File: src/hdl/e2r_pkg.sv
// Shared constants, tables, types and helper functions for the Euler angle rotation block.
package e2r_pkg;

   // Default configuration of the block.
   localparam int CORDIC_STEPS_DEF = 16;
   localparam int ANGLE_BITS_DEF   = 16;

   // Fixed datapath widths: CORDIC x/y are Q30 in 32 bits, products are Q60 in 64 bits.
   localparam int XW = 32;
   localparam int PW = 2 * XW;
   // Extra integer bits of the angle accumulator above its fractional bits.
   localparam int Z_GUARD = 5;
   localparam int IN_W = 16;
   localparam int OUT_W = 16;

   localparam int NUM_ANGLES = 3;
   localparam int HEADING = 0;
   localparam int PITCH   = 1;
   localparam int BANK    = 2;

   localparam int NUM_ENTRIES = 9;
   localparam int I_X = 0;
   localparam int I_Y = 1;
   localparam int I_Z = 2;
   localparam int J_X = 3;
   localparam int J_Y = 4;
   localparam int J_Z = 5;
   localparam int K_X = 6;
   localparam int K_Y = 7;
   localparam int K_Z = 8;

   localparam int TAB_LEN = 24;
   localparam longint PI_Q30      = 64'sd3373259426;
   localparam longint HALF_PI_Q30 = 64'sd1686629713;
   localparam longint GAIN_INF    = 64'sd652032874;
   localparam longint GAIN_TAIL   = 64'sd434688583;

   localparam longint ATAN_Q30 [TAB_LEN] = '{
      64'sd843314856, 64'sd497837829, 64'sd263043836, 64'sd133525158,
      64'sd67021686,  64'sd33543515,  64'sd16775850,  64'sd8388437,
      64'sd4194282,   64'sd2097149,   64'sd1048575,   64'sd524287,
      64'sd262143,    64'sd131071,    64'sd65535,     64'sd32767,
      64'sd16383,     64'sd8191,      64'sd4095,      64'sd2047,
      64'sd1023,      64'sd511,       64'sd255,       64'sd127
   };

   // One angle's rotating vector plus the flag that says it must be negated at the end.
   typedef struct packed {
      logic                 flip;
      logic signed [XW-1:0] x;
      logic signed [XW-1:0] y;
   } vec_type;

   // Rounds a Q30 table constant half up to ab fractional bits.
   function automatic longint tab_conv(input longint t, input int ab);
      longint half;
      if (ab <= 30) begin
         half = (64'sd1 <<< (30 - ab)) >>> 1;
         return (t + half) >>> (30 - ab);
      end
      return t <<< (ab - 30);
   endfunction

   function automatic longint atan_conv(input int step, input int ab);
      return tab_conv(ATAN_Q30[step], ab);
   endfunction

   // Start value of x, pre-scaled by the inverse CORDIC gain for n steps.
   function automatic longint gain_q30(input int n);
      longint tail;
      tail = (GAIN_TAIL + (64'sd1 <<< (2 * n - 1))) >>> (2 * n);
      return GAIN_INF + tail;
   endfunction

endpackage

File: src/hdl/e2r_cordic_cell.sv
// One rotation-mode CORDIC iteration for all three angles, with its own stage register.
module e2r_cordic_cell #(
   parameter int ANGLE_BITS = e2r_pkg::ANGLE_BITS_DEF,
   parameter int STEP       = 0
) (
   input  logic                                      clock,
   input  logic                                      reset,
   input  logic                                      up_valid,
   output logic                                      up_ready,
   input  e2r_pkg::vec_type                          up_vec [e2r_pkg::NUM_ANGLES],
   input  logic signed [ANGLE_BITS+e2r_pkg::Z_GUARD-1:0] up_z [e2r_pkg::NUM_ANGLES],
   output logic                                      dn_valid,
   input  logic                                      dn_ready,
   output e2r_pkg::vec_type                          dn_vec [e2r_pkg::NUM_ANGLES],
   output logic signed [ANGLE_BITS+e2r_pkg::Z_GUARD-1:0] dn_z [e2r_pkg::NUM_ANGLES]
);
   import e2r_pkg::*;

   localparam int ZW = ANGLE_BITS + Z_GUARD;
   localparam logic signed [ZW-1:0] ATAN = ZW'(atan_conv(STEP, ANGLE_BITS));

   logic                 valid_ff;
   vec_type              vec_ff [NUM_ANGLES];
   vec_type              vec_in [NUM_ANGLES];
   logic signed [ZW-1:0] z_ff   [NUM_ANGLES];
   logic signed [ZW-1:0] z_in   [NUM_ANGLES];

   assign up_ready = !valid_ff || dn_ready;
   assign dn_valid = valid_ff;
   assign dn_vec   = vec_ff;
   assign dn_z     = z_ff;

   always_comb begin
      logic signed [XW-1:0] dx;
      logic signed [XW-1:0] dy;
      for (int a = 0; a < NUM_ANGLES; a++) begin
         dx = $signed(up_vec[a].y) >>> STEP;
         dy = $signed(up_vec[a].x) >>> STEP;
         vec_in[a].flip = up_vec[a].flip;
         // Rotate toward zero residual angle; the old x and y feed both updates.
         if (!up_z[a][ZW-1]) begin
            vec_in[a].x = $signed(up_vec[a].x) - dx;
            vec_in[a].y = $signed(up_vec[a].y) + dy;
            z_in[a]     = up_z[a] - ATAN;
         end else begin
            vec_in[a].x = $signed(up_vec[a].x) + dx;
            vec_in[a].y = $signed(up_vec[a].y) - dy;
            z_in[a]     = up_z[a] + ATAN;
         end
      end
   end

   always_ff @(posedge clock) begin
      if (reset) begin
         valid_ff <= 1'b0;
      end else if (up_ready) begin
         valid_ff <= up_valid;
      end
   end

   always_ff @(posedge clock) begin
      if (up_ready && up_valid) begin
         vec_ff <= vec_in;
         z_ff   <= z_in;
      end
   end

endmodule

File: config.mk
export PLATFORM = sky130hd
export DESIGN_NAME = e2r_cordic_cell
export DESIGN_NICKNAME = d
export VERILOG_FILES = /design/src/hdl/e2r_pkg.sv /design/src/hdl/e2r_cordic_cell.sv
export SDC_FILE = /design/constraint.sdc
export NUM_CORES = 1
export LEC_CHECK = 0
export BUFFER_PORTS_ARGS = -buffer_cell sky130_fd_sc_hd__buf_2
export CAP_MARGIN = 20
export CORE_MARGIN = 4
export CORE_UTILIZATION = 40
export DETAILED_ROUTE_END_ITERATION = 7
export PLACE_DENSITY = 0.64
export SYNTH_ARGS = -nofsm -noshare
export SYNTH_HDL_FRONTEND = slang
export SYNTH_SLANG_ARGS = --single-unit
export TNS_END_PERCENT = 30
File: constraint.sdc
create_clock -name clock -period 7.4 [get_ports clock]
set_input_delay 0.74 -clock clock [delete_from_list [all_inputs] [get_ports clock]]
set_output_delay 0.74 -clock clock [all_outputs]
set_load 0.005 [all_outputs]
## After elaboration in Yosys (flattened, before gate mapping)

Index checks and enable logic that the tools add are counted.

- Add/subtract/negate cells: 15
- Multipliers: 0
- Divide/modulo/power cells: 0
- Order comparisons: 0
- Eq/ne operators: 0
- Shifts and indexed selects: 0
- Multiplexer cells: 6
- Bitwise gates (word level): 0
- Reductions and logical operators: 3

Operator list:

| cell | count |
|---|---|
| $mux W64 | 3 |
| $sub A32 B32 Y32 | 6 |
| $add A32 B32 Y32 | 3 |
| $add A21 B17 Y21 const B | 3 |
| $mux W21 | 3 |
| $sub A21 B17 Y21 const B | 3 |
| $logic_and A1 B1 Y1 | 1 |
| $logic_not A1 Y1 | 1 |
| $logic_or A1 B1 Y1 | 1 |

- Flip-flop bits (word level): 259
- Bits in latches: 0
- Memory bits (writable): 0
- Memory bits (read-only): 0
- Input port bits: 262
- Output and inout bits: 260
- Logic and storage cells: 37
- Memories kept: 0

## Logic depth before layout (Yosys ltp)

- Depth in word-level cells: 3
- Mapped depth: 14
- Mapped depth without buffers: 13

## Least setup slack after synthesis

No wires, ideal clock.

- Path kind: input to register
- From: in dn_ready
- To: reg vec_ff, in the netlist dn_vec[100] (enable)
- Library setup time: 649 ps
- Arrival: 6703 ps
- Data required time: 6751 ps
- Slack: 48 ps
- Stages: 2
- Path buffers: 0
- Cell sequence: nand2b_1 and2_1

- Longest elaborated chain between the ends: 2

Ends and longest elaborated chain:

| item | line | source |
|---|---|---|
| from (decl) | e2r_cordic_cell.sv:13 | `input logic dn_ready,` |
| $logic_or A1 B1 Y1 | e2r_cordic_cell.sv:28 | `assign up_ready = !valid_ff \|\| dn_ready;` |
| $logic_and A1 B1 Y1 | e2r_cordic_cell.sv:62 | `if (up_ready && up_valid) begin` |
| to (signal assigned) | e2r_cordic_cell.sv:63 | `vec_ff <= vec_in;` |
| to (decl) | e2r_cordic_cell.sv:23 | `vec_type vec_ff [NUM_ANGLES];` |

No other way between the ends.
A chain may end at the register's enable or synchronous reset.

==> impl_metrics.tcl <==
set metrics [dict create \
    synth_cell_types 86 \
    start_kind "input pin" \
    viasPerCell 5.55 \
    drive_above_1_share_pct 18.5 \
    layout_commonest_cell "buf_2" \
    grt_pass1_wl_um 128000 \
    fmax_mhz 253 \
    finalCriticalPeriod_ns 3.95 \
    clockRootBuffer "clkbuf_16" \
    crit_path_end_kind "flop" \
    tightest_slew_ns 1.06 \
    min_period_over_period_pct 53.4 \
    cts_tree "done" \
    row_count 91 \
    finalNonFillerCells 4230 \
    max_slew_margin_pct 28.6 \
    power_density_nw_per_um2 192 \
    path_class "input pin to flop" \
    rsz0062_at_grt "no" \
    maxCapViolations 0 \
    initial_utilization_pct 40.5 \
    power_mw 5.65 \
    cp_max_fo 5 \
    ys_ff_latch 256 \
    core-area_sq_um 61800 \
    die-area_sq_um 66600 \
    synth_cells 2907 \
    gp_congestion 0.981 \
    cts_hold_buf 0 \
    postCtsSetupRepairBufs 0 \
    timing.rr.start "dn_valid$_SDFFE_PP0N_" \
    ys.flop_type "edfxtp_1" \
    syn_nets 3508 \
    cts_num_sinks 256 \
    fin_util_pct 47.7 \
    pin_count 522 \
    dp_cells 4154 \
    hold_viol 0 \
    netlist_area_sq_um 25000 \
    numCtsBuffers 36 \
    crit_start "up_vec[1]" \
    drt_iter0_markers 1866 \
    grt.overflow.total 0 \
    synth_seq_area_share_pct 30.7 \
    worstSkewPairLatency_ns 0.54 \
    drt-total-wl_um 84200 \
    clock_skew_ns 0.0160 \
    routed-via-count 23500 \
    slew_viol_final 0 \
    ir_drop_mv 0.169 \
    required_ns 7.70 \
    grt_usage_pct 24.0 \
    finalSetupViolations 0 \
    fp.dieW_um 258 \
    antenna_found_initial 18 \
    finalSetupTns_ns 0 \
    fill_cells 6059 \
    firstDrtPassIters 5 \
    critPathArrivalTime_ns 4.25 \
    drtAntennaViolNets 0 \
    cts-resized-gates 0 \
    final_cell_mix "521 x buf_2, 335 x a21oi_1, 327 x ha_1" \
    syn_area_per_cell_sq_um 8.60 \
    hpwl_um 66700 \
    wl_per_cell_um 19.9 \
    power_leakage_nw 13.2 \
    die_h_um 258 \
    synth_edf_count 255 \
    grt_pass1_vias 22500 \
    hp-start "reset" \
    syn2layout_area_growth_pct 17.8 \
    clock_path_buffers 3 \
    nets 3956 \
    hp-class "input pin to flop" \
    htreeDepth 2 \
    grt_max_degree 127 \
    drc 0 \
    status "complete, no violations" \
    async_flop_share_pct 0 \
    port_buffers 521 \
    yosys_warnings 0 \
    clk_pin_slew_ns 0.06 \
]
-- worst paths after layout --
| kind | slack, ns | endpoint | depth (start not counted) |
|---|---|---|---|
| max reg2reg | 4.97 | dn_vec[2]$_DFFE_PP_ | 3 |
| max | 3.45 | dn_vec[29]$_DFFE_PP_ | 13 |
| min reg2reg | 0.54 | dn_valid$_SDFFE_PP0N_ | 2 |
| min | 0.34 | dn_valid$_SDFFE_PP0N_ | 2 |
-- per-layer routing --
layer  part of all wire [%]  vias to the layer above  routed length [um]  GRT usage [%]
li1                       -                    11300                   -              -
met1                     42                    11000               35100           31.2
met2                     45                     1008               38200           38.9
met3                    8.9                      173                7480           5.66
met4                    3.9                       14                3270           9.12
met5                   0.12                        -                 104              0
-- critical path, stage by stage --
cell       delay [ns]
buf_2            0.17
inv_1            0.10
ha_1             0.33
nor2b_1          0.16
o31ai_2          0.26
a21oi_1          0.19
o311a_1          0.46
a2111oi_2        0.54
o31a_1           0.23
a21oi_1          0.14
a2111oi_0        0.62
a21oi_1          0.12
xnor2_1          0.17
-- cell usage after synthesis, types with 24 or more instances --
library cell  number  area, sq um
nand3_1           49          245
nand2_1          148          556
a211oi_1          29          218
a21oi_1          335         1680
nand2b_1          28          175
mux2i_1           39          390
nand4_1           24          150
nor3_1            66          330
inv_1            294         1100
o21ai_1           35          175
ha_1             327         4090
o31ai_1           28          210
buf_1             33          124
xnor2_1          195         1710
o21ai_0          173          866
xor2_1            24          210
nor2_1           257          965
edfxtp_1         255         7660
nor2b_1           29          181
o21bai_1          63          473
a31oi_1           27          169
clkbuf_1          70          263
a21o_1            59          443
o21a_1            24          180
-- cell families after synthesis --
family                   synth area share, %
flip-flops                              30.7
buffers and inverters                   6.55
XOR/XNOR                                7.67
adder cells (fa/ha/maj)                 17.3
AO/OA/AOI/OAI                           23.2
multiplexers                            1.71
AND/OR/NAND/NOR                         12.8
-- registers in the layout, summed over array words and instances, names as in the netlist --
register  flops
dn_vec      192
dn_z         63
dn_valid      1
-- where the power goes --
group	total [mW]	switching, mW	internal, mW
combinational	1.96	1.20	0.762
sequential	1.94	0.0620	1.88
clock	1.75	0.693	1.06
-- metrics by stage --
step	cell area [sq um]	hold WS (ns)	setup slack (ns)
2_1_floorplan	25000	0.522	0.0476
3_3_place_gp	28300	0.535	3.07
3_5_place_dp	28300	0.536	3.07
4_1_cts	29400	0.297	3.63
5_1_grt	29500	0.315	3.34
6_report	29500	0.344	3.45
-- area by class of cell --
type / count / area, sq um / area share (%)
clock buffers: 41 / 941 / 3.19
clock inverters: 22 / 234 / 0.794
well taps: 837 / 1050 / 3.55
flip-flops and latches: 256 / 7680 / 26.0
diodes: 13 / 32.5 / 0.110
inverters: 311 / 1170 / 3.96
multi-input cells: 2222 / 15700 / 53.3
repair buffers: 528 / 2670 / 9.07
Power figures use the tool's default switching activity.
