File: config.mk
export PLATFORM = sky130hd
export DESIGN_NAME = e2r_reduce
export DESIGN_NICKNAME = d
export VERILOG_FILES = /design/src/hdl/e2r_pkg.sv /design/src/hdl/e2r_reduce.sv
export SDC_FILE = /design/constraint.sdc
export NUM_CORES = 1
export LEC_CHECK = 0
export BUFFER_PORTS_ARGS = -buffer_cell sky130_fd_sc_hd__buf_2
export CORE_AREA = 2 2 122 124
export CTS_BUF_LIST = sky130_fd_sc_hd__clkbuf_16
export DETAILED_ROUTE_END_ITERATION = 10
export DIE_AREA = 0 0 124 126
export GPL_ROUTABILITY_DRIVEN = 0
export GPL_TIMING_DRIVEN = 0
export PLACE_DENSITY = 0.75
export SLEW_MARGIN = 25
export SYNTH_ARGS = -nofsm -noshare
export SYNTH_HDL_FRONTEND = slang
export SYNTH_SLANG_ARGS = --single-unit
File: constraint.sdc
create_clock -name clock -period 6.6 [get_ports clock]
set_input_delay 0.66 -clock clock [delete_from_list [all_inputs] [get_ports clock]]
set_output_delay 0.66 -clock clock [all_outputs]
set_load 0.01 [all_outputs]
File: src/hdl/e2r_pkg.sv
// Shared constants, tables, types and helper functions for the Euler angle rotation block.
package e2r_pkg;

   // Default configuration of the block.
   localparam int CORDIC_STEPS_DEF = 16;
   localparam int ANGLE_BITS_DEF   = 16;

   // Fixed datapath widths: CORDIC x/y are Q30 in 32 bits, products are Q60 in 64 bits.
   localparam int XW = 32;
   localparam int PW = 2 * XW;
   // Extra integer bits of the angle accumulator above its fractional bits.
   localparam int Z_GUARD = 5;
   localparam int IN_W = 16;
   localparam int OUT_W = 16;

   localparam int NUM_ANGLES = 3;
   localparam int HEADING = 0;
   localparam int PITCH   = 1;
   localparam int BANK    = 2;

   localparam int NUM_ENTRIES = 9;
   localparam int I_X = 0;
   localparam int I_Y = 1;
   localparam int I_Z = 2;
   localparam int J_X = 3;
   localparam int J_Y = 4;
   localparam int J_Z = 5;
   localparam int K_X = 6;
   localparam int K_Y = 7;
   localparam int K_Z = 8;

   localparam int TAB_LEN = 24;
   localparam longint PI_Q30      = 64'sd3373259426;
   localparam longint HALF_PI_Q30 = 64'sd1686629713;
   localparam longint GAIN_INF    = 64'sd652032874;
   localparam longint GAIN_TAIL   = 64'sd434688583;

   localparam longint ATAN_Q30 [TAB_LEN] = '{
      64'sd843314856, 64'sd497837829, 64'sd263043836, 64'sd133525158,
      64'sd67021686,  64'sd33543515,  64'sd16775850,  64'sd8388437,
      64'sd4194282,   64'sd2097149,   64'sd1048575,   64'sd524287,
      64'sd262143,    64'sd131071,    64'sd65535,     64'sd32767,
      64'sd16383,     64'sd8191,      64'sd4095,      64'sd2047,
      64'sd1023,      64'sd511,       64'sd255,       64'sd127
   };

   // One angle's rotating vector plus the flag that says it must be negated at the end.
   typedef struct packed {
      logic                 flip;
      logic signed [XW-1:0] x;
      logic signed [XW-1:0] y;
   } vec_type;

   // Rounds a Q30 table constant half up to ab fractional bits.
   function automatic longint tab_conv(input longint t, input int ab);
      longint half;
      if (ab <= 30) begin
         half = (64'sd1 <<< (30 - ab)) >>> 1;
         return (t + half) >>> (30 - ab);
      end
      return t <<< (ab - 30);
   endfunction

   function automatic longint atan_conv(input int step, input int ab);
      return tab_conv(ATAN_Q30[step], ab);
   endfunction

   // Start value of x, pre-scaled by the inverse CORDIC gain for n steps.
   function automatic longint gain_q30(input int n);
      longint tail;
      tail = (GAIN_TAIL + (64'sd1 <<< (2 * n - 1))) >>> (2 * n);
      return GAIN_INF + tail;
   endfunction

endpackage

File: src/hdl/e2r_reduce.sv
// Input cell: angle scaling, quadrant folding into [-pi/2, pi/2] and CORDIC start values.
module e2r_reduce #(
   parameter int CORDIC_STEPS = e2r_pkg::CORDIC_STEPS_DEF,
   parameter int ANGLE_BITS   = e2r_pkg::ANGLE_BITS_DEF
) (
   input  logic                                      clock,
   input  logic                                      reset,
   input  logic                                      up_valid,
   output logic                                      up_ready,
   input  logic signed [e2r_pkg::IN_W-1:0]           up_angle [e2r_pkg::NUM_ANGLES],
   output logic                                      dn_valid,
   input  logic                                      dn_ready,
   output e2r_pkg::vec_type                          dn_vec [e2r_pkg::NUM_ANGLES],
   output logic signed [ANGLE_BITS+e2r_pkg::Z_GUARD-1:0] dn_z [e2r_pkg::NUM_ANGLES]
);
   import e2r_pkg::*;

   localparam int ZW = ANGLE_BITS + Z_GUARD;
   localparam int IN_UP = (ANGLE_BITS >= 13) ? ANGLE_BITS - 13 : 0;
   localparam int IN_DN = (ANGLE_BITS < 13) ? 13 - ANGLE_BITS : 0;
   localparam logic signed [ZW-1:0] PI_Z      = ZW'(tab_conv(PI_Q30, ANGLE_BITS));
   localparam logic signed [ZW-1:0] HALF_PI_Z = ZW'(tab_conv(HALF_PI_Q30, ANGLE_BITS));
   localparam logic signed [XW-1:0] GAIN      = XW'(gain_q30(CORDIC_STEPS));

   logic                 valid_ff;
   vec_type              vec_ff [NUM_ANGLES];
   vec_type              vec_in [NUM_ANGLES];
   logic signed [ZW-1:0] z_ff   [NUM_ANGLES];
   logic signed [ZW-1:0] z_in   [NUM_ANGLES];

   // No transaction is taken while reset is high.
   assign up_ready = !reset && (!valid_ff || dn_ready);
   assign dn_valid = valid_ff;
   assign dn_vec   = vec_ff;
   assign dn_z     = z_ff;

   always_comb begin
      logic signed [ZW-1:0] ext;
      logic signed [ZW-1:0] z0;
      for (int a = 0; a < NUM_ANGLES; a++) begin
         ext = $signed({{(ZW-IN_W){up_angle[a][IN_W-1]}}, up_angle[a]});
         z0  = (ext <<< IN_UP) >>> IN_DN;
         vec_in[a].x = GAIN;
         vec_in[a].y = '0;
         if (z0 > HALF_PI_Z) begin
            z_in[a]        = z0 - PI_Z;
            vec_in[a].flip = 1'b1;
         end else if (z0 < -HALF_PI_Z) begin
            z_in[a]        = z0 + PI_Z;
            vec_in[a].flip = 1'b1;
         end else begin
            z_in[a]        = z0;
            vec_in[a].flip = 1'b0;
         end
      end
   end

   always_ff @(posedge clock) begin
      if (reset) begin
         valid_ff <= 1'b0;
      end else if (up_ready) begin
         valid_ff <= up_valid;
      end
   end

   always_ff @(posedge clock) begin
      if (up_ready && up_valid) begin
         vec_ff <= vec_in;
         z_ff   <= z_in;
      end
   end

endmodule

After elaboration in Yosys (flattened, before gate mapping)
Index checks and enable logic that the tools add are counted.
- register bits after elaboration: 67
- input bits: 52
- output and inout port bits: 260
- word-level logic and storage cells: 33
- $add $sub $neg: 6
- order comparisons: 6
- mux-type cells: 9
- reduce and logical (&&, ||, !) cells: 5
- operators with widths (cell ; number):
    21-bit 2-to-1 mux ; 6
    19-bit by 19-bit adder with 20-bit output (second input constant) ; 3
    19-bit by 19-bit subtractor with 20-bit output (second input constant) ; 3
    19-bit by 18-bit > comparator with 1-bit output (second input constant) ; 3
    19-bit by 18-bit less-than comparator with 1-bit output (second input constant) ; 3
    1-bit 2-to-1 mux ; 3
    1-bit logical AND ; 2
    1-bit zero test ; 2
    1-bit logical OR ; 1

Depth between registers and ports, before layout
- depth after elaboration: 4
- gate-level depth with buffers: 9

Worst setup path after synthesis
OpenSTA, ideal clock, no wires.
- path type: input port to flip-flop
- start: input port dn_ready
- end: register z_ff, in the netlist dn_z[0] (enable)
- library setup time: 0.421 ns
- arrival time: 2.297 ns
- required time: 6.179 ns
- setup slack: 3.882 ns
- cell stages on the path: 3
- path through: nor2b_1 -> nor2_1 -> and2_1
- word-level cells in the longest chain between the ends: 3
- ends and longest elaborated chain (item ; RTL line ; text):
    start: declaration ; e2r_reduce.sv:12 ; input logic dn_ready,
    1-bit logical OR ; e2r_reduce.sv:32 ; assign up_ready = !reset && (!valid_ff || dn_ready);
    1-bit logical AND ; e2r_reduce.sv:32 ;
    via up_ready ; e2r_reduce.sv:9 ; output logic up_ready,
    1-bit logical AND ; e2r_reduce.sv:67 ; if (up_ready && up_valid) begin
    end signal: assignment ; e2r_reduce.sv:69 ; z_ff <= z_in;
    end: declaration ; e2r_reduce.sv:28 ; logic signed [ZW-1:0] z_ff [NUM_ANGLES];
The timed path passes the listed nets, and every way through them passes these cells.
A chain may end at the register's enable or synchronous reset.

==> results.toml <==
[status]
status = "completed"

[synth]
yosys_warnings = 0
netlist_instances = 573
synth_cell_type_count = 62
synthTopCellsByCount = "buf_4 (203), edfxtp_1 (57), nand2_1 (27), xnor2_1 (27), nor2_1 (21)"
dominantRegCellSynth = "edfxtp_1"
yosysMostFrequentCell = "buf_4"
ys_async_sr_fraction_pct = 0
syn_area_per_cell_sq_um = 9.16
yosysSeqAreaShare_pct = 33.0
netlist.top_cell.by_area = "edfxtp_1"
synth_edf_count = 57
synthTopCellsByArea = "edfxtp_1 (33%), buf_4 (29%), xnor2_1 (4.5%)"
yosysTopAreaCellShare_pct = 32.6
synth-seq-cells = 58
syn_area_sq_um = 5250

[power_and_ir_drop]
irDropWorstVdd_mv = 0.0823
switching_share_pct = 28.5
p_comb_share_pct = 27.9
pwr-share-clk_pct = 36.1
power.internal_uw = 882
power_density_nw_per_um2 = 177
leakagePower_uw = 0.00352
power_uw = 1230
switchingPower_uw = 351
pwr-share-seq_pct = 36.0

[timing]
max_freq_mhz = 380
drv_slew = 0
worst_slew_pin_slew_ps = 802
period_minus_slack_ps = 2630
fin_crit_sh_pct = 39.9
finalSetupViolCount = 0
setup-tns-final_ps = 0
rsz0062_at_grt = "no"
finalHoldViolCount = 0
timing.slew.headroom_pct = 46.4
clock-skew-final_ps = 7.45
worst_slack_ps = 3970

[drt]
num_vias = 4333
drt_first_iter_violations = 257
routed_via_density = 4.09
detail-route-antenna-nets = 0
avgRoutedWirePerCell_um = 10.9
wl_um = 11600
route.detailed.drc = 0
first_pass_iters = 4

[global_routing]
grt_max_degree = 33
antenna_found_initial = 0
grt_overflow = 0
grt_pass1_vias = 3860
groute.usage.overall_pct = 14.1
grt_first_pass_wirelength_um = 17700

[layout]
multi_input_comb_area_sq_um = 2500
antenna_cells = 0
regArea_sq_um = 1730
final_net_count = 931
area_delta_synth_final_pct = 32.9
nFillCells = 1392
drive_gt1_share_pct = 37.8

[floorplanning]
die_area_sq_um = 15600
start_util_pct = 36.7
ios = 312
core_area_sq_um = 14300
die_h_um = 126
die_w_um = 124
rows = 44

[critical_path]
start_kind = "input port"
worstPathArrival_ps = 2700
setup.worst_path.end_class = "register"
worstSetupPathType = "input port to register"
critPathMaxFanout = 10
critPathRequiredTime_ps = 6660

[clocking]
h-tree-depth = 3
clk_latency_ps = 320
cts_buffer_depth = 2
post-cts-setup-buffer-count = 0
post_cts_resized = 0
hold_buffers = 0
numCtsBuffers = 9
cts_root_buf = "clkbuf_16"
path_clk_slew_ps = 50
cts_tree = "done"
clock_sinks = 58

[placement]
io_buffer_count = 95
dp_slack_ps = 3690
dp_hpwl_um = 9570

[min_path]
hold_path_class = "input port to register"

[flow_run]
cap_violations = 0
[power by group through the flow]
stage / sequential, uW / clock, uW / combinational (uW)
finish: 443 / 446 / 344
global route: 446 / 468 / 379
CTS: 444 / 455 / 337
detailed placement: 451 / 0 / 336
global placement: 452 / 0 / 330
floorplan: 464 / 0 / 257
[layer usage]
layer  part of all wire, %  up-vias  routed length, um  GRT usage, %
li1                      -     2183                  -             -
met1                    37     1941               4320          15.0
met2                    54      194               6310          27.2
met3                   6.9       15                797          2.08
met4                   1.4        0                165          5.35
met5                     0        -                  0             0
[worst max-delay path, stage by stage]
cell and delay, ps:
buf_2 90, clkbuf_1 310, a311oi_1 210, o311ai_2 730, inv_1 150, buf_4 220
nand3_1 90, o31ai_1 80, xor2_1 150
[cell type report]
class                   instances  share of cell area, %
multi-input cells             452                   35.8
flip-flops and latches         58                   24.8
plain buffers                 234                   23.9
repair buffers                 96                   7.10
well taps                     184                   3.30
clock buffers                   9                   3.23
inverters                      19                   1.02
clock inverters                 7                  0.861
[stage by stage]
step	hold slack [ps]	cell area, sq um	instances	util (%)
2_1_floorplan	612	5960	763	-
3_3_place_gp	583	6670	1042	46.6
3_5_place_dp	587	6690	1043	46.7
4_1_cts	486	6980	1059	48.7
5_1_grt	508	6980	1059	48.7
6_report	500	6980	1059	48.7
[state kept, by name (all words and copies together) (netlist names)]
register,flops
dn_valid,1
dn_z,57
[kinds of logic after synthesis]
group           count (synthesis)  synth area share (%)
compound gates                 96                  13.2
xor+xnor                       45                  7.51
fa+ha+maj                       9                  2.14
buf+inv                       253                  33.1
flops                          58                  33.0
mux                             3                 0.572
other cells                     2                 0.143
simple gates                  107                  10.4
[cells in the final DEF (no fill, tap or decap), drive strengths merged, types with 18 or more instances in the layout]
| cell | netlist | final |
|---|---|---|
| buf | 213 | 309 |
| conb | 2 | 192 |
| nor2 | 21 | 21 |
| edfxtp | 57 | 57 |
| xor2 | 18 | 18 |
| inv | 18 | 18 |
| o21ai | 20 | 20 |
| nand2 | 27 | 27 |
| clkbuf | 21 | 30 |
| xnor2 | 27 | 27 |
[path summary, 6_finish.rpt]
path	slack [ps]	endpoint	depth (start not counted)	start
setup reg to reg	5060	dn_z[11]	4	dn_valid
hold / removal	500	dn_valid	2	reset
hold reg to reg	600	dn_valid	3	dn_valid
setup / recovery	3970	dn_z[12]	9	up_angle[3]
Note: power is estimated with default switching activity, not from simulation.
